**config.mk**
```make
export PLATFORM = sky130hd
export DESIGN_NAME = tcq_ram
export DESIGN_NICKNAME = d
export VERILOG_FILES = /design/src/rtl/tcq_ram.sv
export SDC_FILE = /design/constraint.sdc
export NUM_CORES = 1
export LEC_CHECK = 0
export BUFFER_PORTS_ARGS = -buffer_cell sky130_fd_sc_hd__buf_2
export CAP_MARGIN = 20
export CORE_MARGIN = 3
export CORE_UTILIZATION = 60
export CTS_CLUSTER_SIZE = 40
export DETAILED_ROUTE_END_ITERATION = 7
export PLACE_DENSITY = 0.78
export SYNTH_ARGS = -nofsm -noshare
export SYNTH_HDL_FRONTEND = slang
export SYNTH_SLANG_ARGS = --single-unit
```
**constraint.sdc**
```tcl
create_clock -name clock -period 2.1 [get_ports clock]
set_input_delay 0 -clock clock [delete_from_list [all_inputs] [get_ports clock]]
set_output_delay 0 -clock clock [all_outputs]
set_load 0.005 [all_outputs]
```
**src/rtl/tcq_ram.sv**
```systemverilog
// Generic single-write, single-read RAM with registered read data.
module tcq_ram #(
   parameter int WIDTH = 8,
   parameter int DEPTH = 16
) (
   input  logic                              clock,
   input  logic                              we,
   input  logic [$clog2(DEPTH > 1 ? DEPTH : 2)-1:0] waddr,
   input  logic [WIDTH-1:0]                  wdata,
   input  logic [$clog2(DEPTH > 1 ? DEPTH : 2)-1:0] raddr,
   output logic [WIDTH-1:0]                  rdata_ff
);
   logic [WIDTH-1:0] mem [DEPTH];

   always_ff @(posedge clock) begin
      if (we) begin
         mem[waddr] <= wdata;
      end
      rdata_ff <= mem[raddr];
   end
endmodule

```
==> results.txt <==
----------------------------------------------------
[Placement]
  Placer Congestion ... about 0.75
  Inst Count DP ... approximately 370
  Count of buffers inserted at the top-level ports ... 25
  Post-placement setup slack ... 481 ps
  HPWL after detailed placement ... between 6 and 7 mm

[Synthesis]
  Number of instances in the synthesized netlist ... between 200 and 250
  Main flop type after synthesis ... sky130_fd_sc_hd__edfxtp_1
  Synth warnings ... 0
  Fraction of synthesis flops using an asynchronous set or reset pin ... 0
  Post-synthesis register bit count ... approximately 140
  Number of enable flip-flop cells after synthesis ... 128
  Number of distinct library cells after synthesis ... 19
  Sequential area share after synthesis ... 0.778
  Mean area per synthesized cell ... between 20 and 25 µm²
  Cell Area, Synth ... slightly above 5000 µm²
  Net count after synthesis ... 247

[Floorplanning]
  Die width ... between 90 and 100 µm
  Floorplan die area ... ~9700 µm²
  Initial cell density of the core ... 0.623
  Vertical extent of the die ... around 99 µm
  Ports placed on the boundary ... 26
  Standard-cell row count ... 33
  Core Area ... 8260 µm²

[STA]
  Post-layout worst setup margin ... 680 ps
  Worst relative slew slack ... 0.522
  Final hold viol count ... 0
  Minimum period implied by the final worst setup slack ... 1420 ps
  Final setup fails ... 0
  Setup repair after global routing missed its margin ... false
  Post-route clock skew ... between 5 and 6 ps
  Slew at the pin closest to its max-slew limit ... around 710 ps
  Hold WS ... between 60 and 70 ps
  Peak Freq ... between 700 and 800 MHz
  Final max-slew violation count ... 0
  Period utilisation layout ... 0.676
  Setup TNS after final layout ... 0 ps

[Setup path]
  Critical path class ... flop to flop
  Crit start category ... flop
  Highest net fanout along the worst path ... 1
  WP data arrival ... approximately 1800 ps
  Setup crit end kind ... flop
  Required time worst endpoint ... 2490 ps

[Job]
  Max-capacitance violation count ... 0

[Drt]
  Number of DRC markers in iteration 0 ... ~190
  Mean routed wirelength per cell ... between 20 and 25 µm
  Sum of routed wire length over all layers ... around 10 mm
  DRC Markers ... 1
  Wire length on met3 ... ~620 µm
  Post-route met1 wirelength ... 4.02 mm
  Post-detailed-route via-to-cell ratio ... approximately 6.2
  Highest routing layer actually used ... met4
  Via count ... 2,524
  Detail Route Antenna Nets ... 0
  Length of routed met2 wiring ... just over 5 mm
  Number of optimization iterations in the first detailed-route pass ... 7

[Clocking]
  Clock-pin slew on the worst setup and hold paths ... around 60 ps
  Clock Root Buffer ... sky130_fd_sc_hd__clkbuf_8
  Maximum buffer depth of the clock tree ... 2
  Num CTS Buffers ... 17
  Number of resized instances in the post-cts repair step ... 0
  Number of levels the H-tree was split into ... 4
  Clock latency reported for the late side of the worst-skew pair ... ~520 ps
  Sink Count ... 136
  CTS tree ... done

[Global routing]
  Pin count of the biggest net entering global routing ... 21
  All-layer global routing usage ... 0.226
  Wire length of the first global-routing pass ... roughly 16 mm
  Vias in the first global route ... between 2,000 and 3,000
  Number of antenna violations at the first check in global routing ... 0
  Grt total ovfl ... 0

[Final layout]
  Count of inserted antenna diode cells ... 0
  Utilization after layout ... 0.749
  Final nets ... 308
  Area growth, synth to finish ... 20.2%
  Layout Cells excl Fill ... about 410
  Ratio of cells with drive above 1 in the final layout ... 0.310
  Number of fillers in the final layout ... 451

[Hold path]
  Min-Delay Path Class ... input port to flop

[Pwr]
  Leakage power summed over all cells ... 2.14 nW
  Worst ir drop on vdd ... approximately 800 µV
  Pwr dens ... between 1000 and 1500 nW/µm²

[Status]
  Failing checks ... design-rule violations
  Outcome ... complete, but fails checks

----------------------------------------------------
per-layer routing:
| metal | vias up | GRT usage |
|---|---|---|
| li1 | 1101 | - |
| met1 | 1296 | 0.310 |
| met2 | 105 | 0.349 |
| met3 | 22 | 0.0594 |
| met4 | 0 | 0.0966 |
| met5 | - | 0 |
state kept, by name, summed over array words and instances (netlist names):
signal	flops
mem	128
rdata_ff	8
logic make-up after synthesis:
kind of cell / after synthesis / share of synthesized area
compound gates: 16 / 0.0233
buf+inv: 10 / 0.0168
mux: 32 / 0.150
flops: 136 / 0.778
simple gates: 35 / 0.0318
synth_stat cells, types with 3 or more instances:
master	count	area, µm²
sky130_fd_sc_hd__nand2_1	9	33.8
sky130_fd_sc_hd__buf_2	3	15.0
sky130_fd_sc_hd__nor3_1	4	20.0
sky130_fd_sc_hd__clkdlybuf4s25_2	3	30.0
sky130_fd_sc_hd__edfxtp_1	128	3840
sky130_fd_sc_hd__mux4_1	14	368
sky130_fd_sc_hd__mux4_2	18	405
sky130_fd_sc_hd__a22oi_1	16	120
sky130_fd_sc_hd__buf_6	3	33.8
sky130_fd_sc_hd__nor2_1	13	48.8
sky130_fd_sc_hd__dfxtp_1	8	160
stage by stage:
stage	instance area, µm²	power, mW
after global placement	5470	3.37
after CTS	6180	6.50
after global routing	6180	6.65
after detailed placement	5470	3.39
final	6180	6.45
after floorplan	5150	3.26
critical path, stage by stage, from the launching register on:
cell,delay [ps]
sky130_fd_sc_hd__edfxtp_1,370
sky130_fd_sc_hd__mux4_1,530
sky130_fd_sc_hd__a22oi_1,320
sky130_fd_sc_hd__nand2_1,80
what timing repair did:
| item | in CTS | in global routing |
|---|---|---|
| endpoints found under the setup margin | 0 | 0 |
| setup buffers | 0 | 0 |
| endpoints found under the hold margin | 128 | 0 |
| hold buffers | 8 | 0 |
cell usage in the layout, fill, tap and decap left out, types with 2 or more instances in the layout:
cell type and n:
sky130_fd_sc_hd__nor3_1 4, sky130_fd_sc_hd__mux4_2 18, sky130_fd_sc_hd__bufinv_16 5, sky130_fd_sc_hd__nand3b_1 2
sky130_fd_sc_hd__buf_2 25, sky130_fd_sc_hd__mux4_1 14, sky130_fd_sc_hd__clkinv_2 5, sky130_fd_sc_hd__dlygate4sd3_1 8
sky130_fd_sc_hd__nand2b_1 2, sky130_fd_sc_hd__dfxtp_1 8, sky130_fd_sc_hd__buf_4 18, sky130_fd_sc_hd__a22oi_1 16
sky130_fd_sc_hd__nor2_1 13, sky130_fd_sc_hd__nand2_1 9, sky130_fd_sc_hd__clkbuf_8 2, sky130_fd_sc_hd__edfxtp_1 128
sky130_fd_sc_hd__clkbuf_16 16
worst paths after layout:
| path | cells after the start | end | slack [ps] | from |
|---|---|---|---|---|
| worst max-delay path | 3 | rdata_ff[1]$_DFF_P_ | 680 | mem[10][1]$_DFFE_PP_ |
| worst min-delay path | 3 | mem[4][0]$_DFFE_PP_ | 70 | waddr[0] |
| worst max register to register | 3 | rdata_ff[1]$_DFF_P_ | 680 | mem[10][1]$_DFFE_PP_ |
| worst min register to register | 3 | rdata_ff[2]$_DFF_P_ | 670 | mem[14][2]$_DFFE_PP_ |
where the power goes:
| part | switching [mW] | internal [mW] |
|---|---|---|
| Combinational | 0.158 | 0.130 |
| Clock | 1.04 | 2.07 |
| Sequential | 0.0195 | 3.04 |
| Total | 1.22 | 5.24 |
area by class of cell:
type / instances / area [µm²] / area share
clock buffer: 19 / 432 / 0.0698
clock inverter: 13 / 200 / 0.0324
multi-input combinational: 83 / 1060 / 0.171
sequential: 136 / 4000 / 0.647
timing repair buffer: 52 / 360 / 0.0583
tap: 105 / 131 / 0.0212
Power figures use the tool's default switching activity.
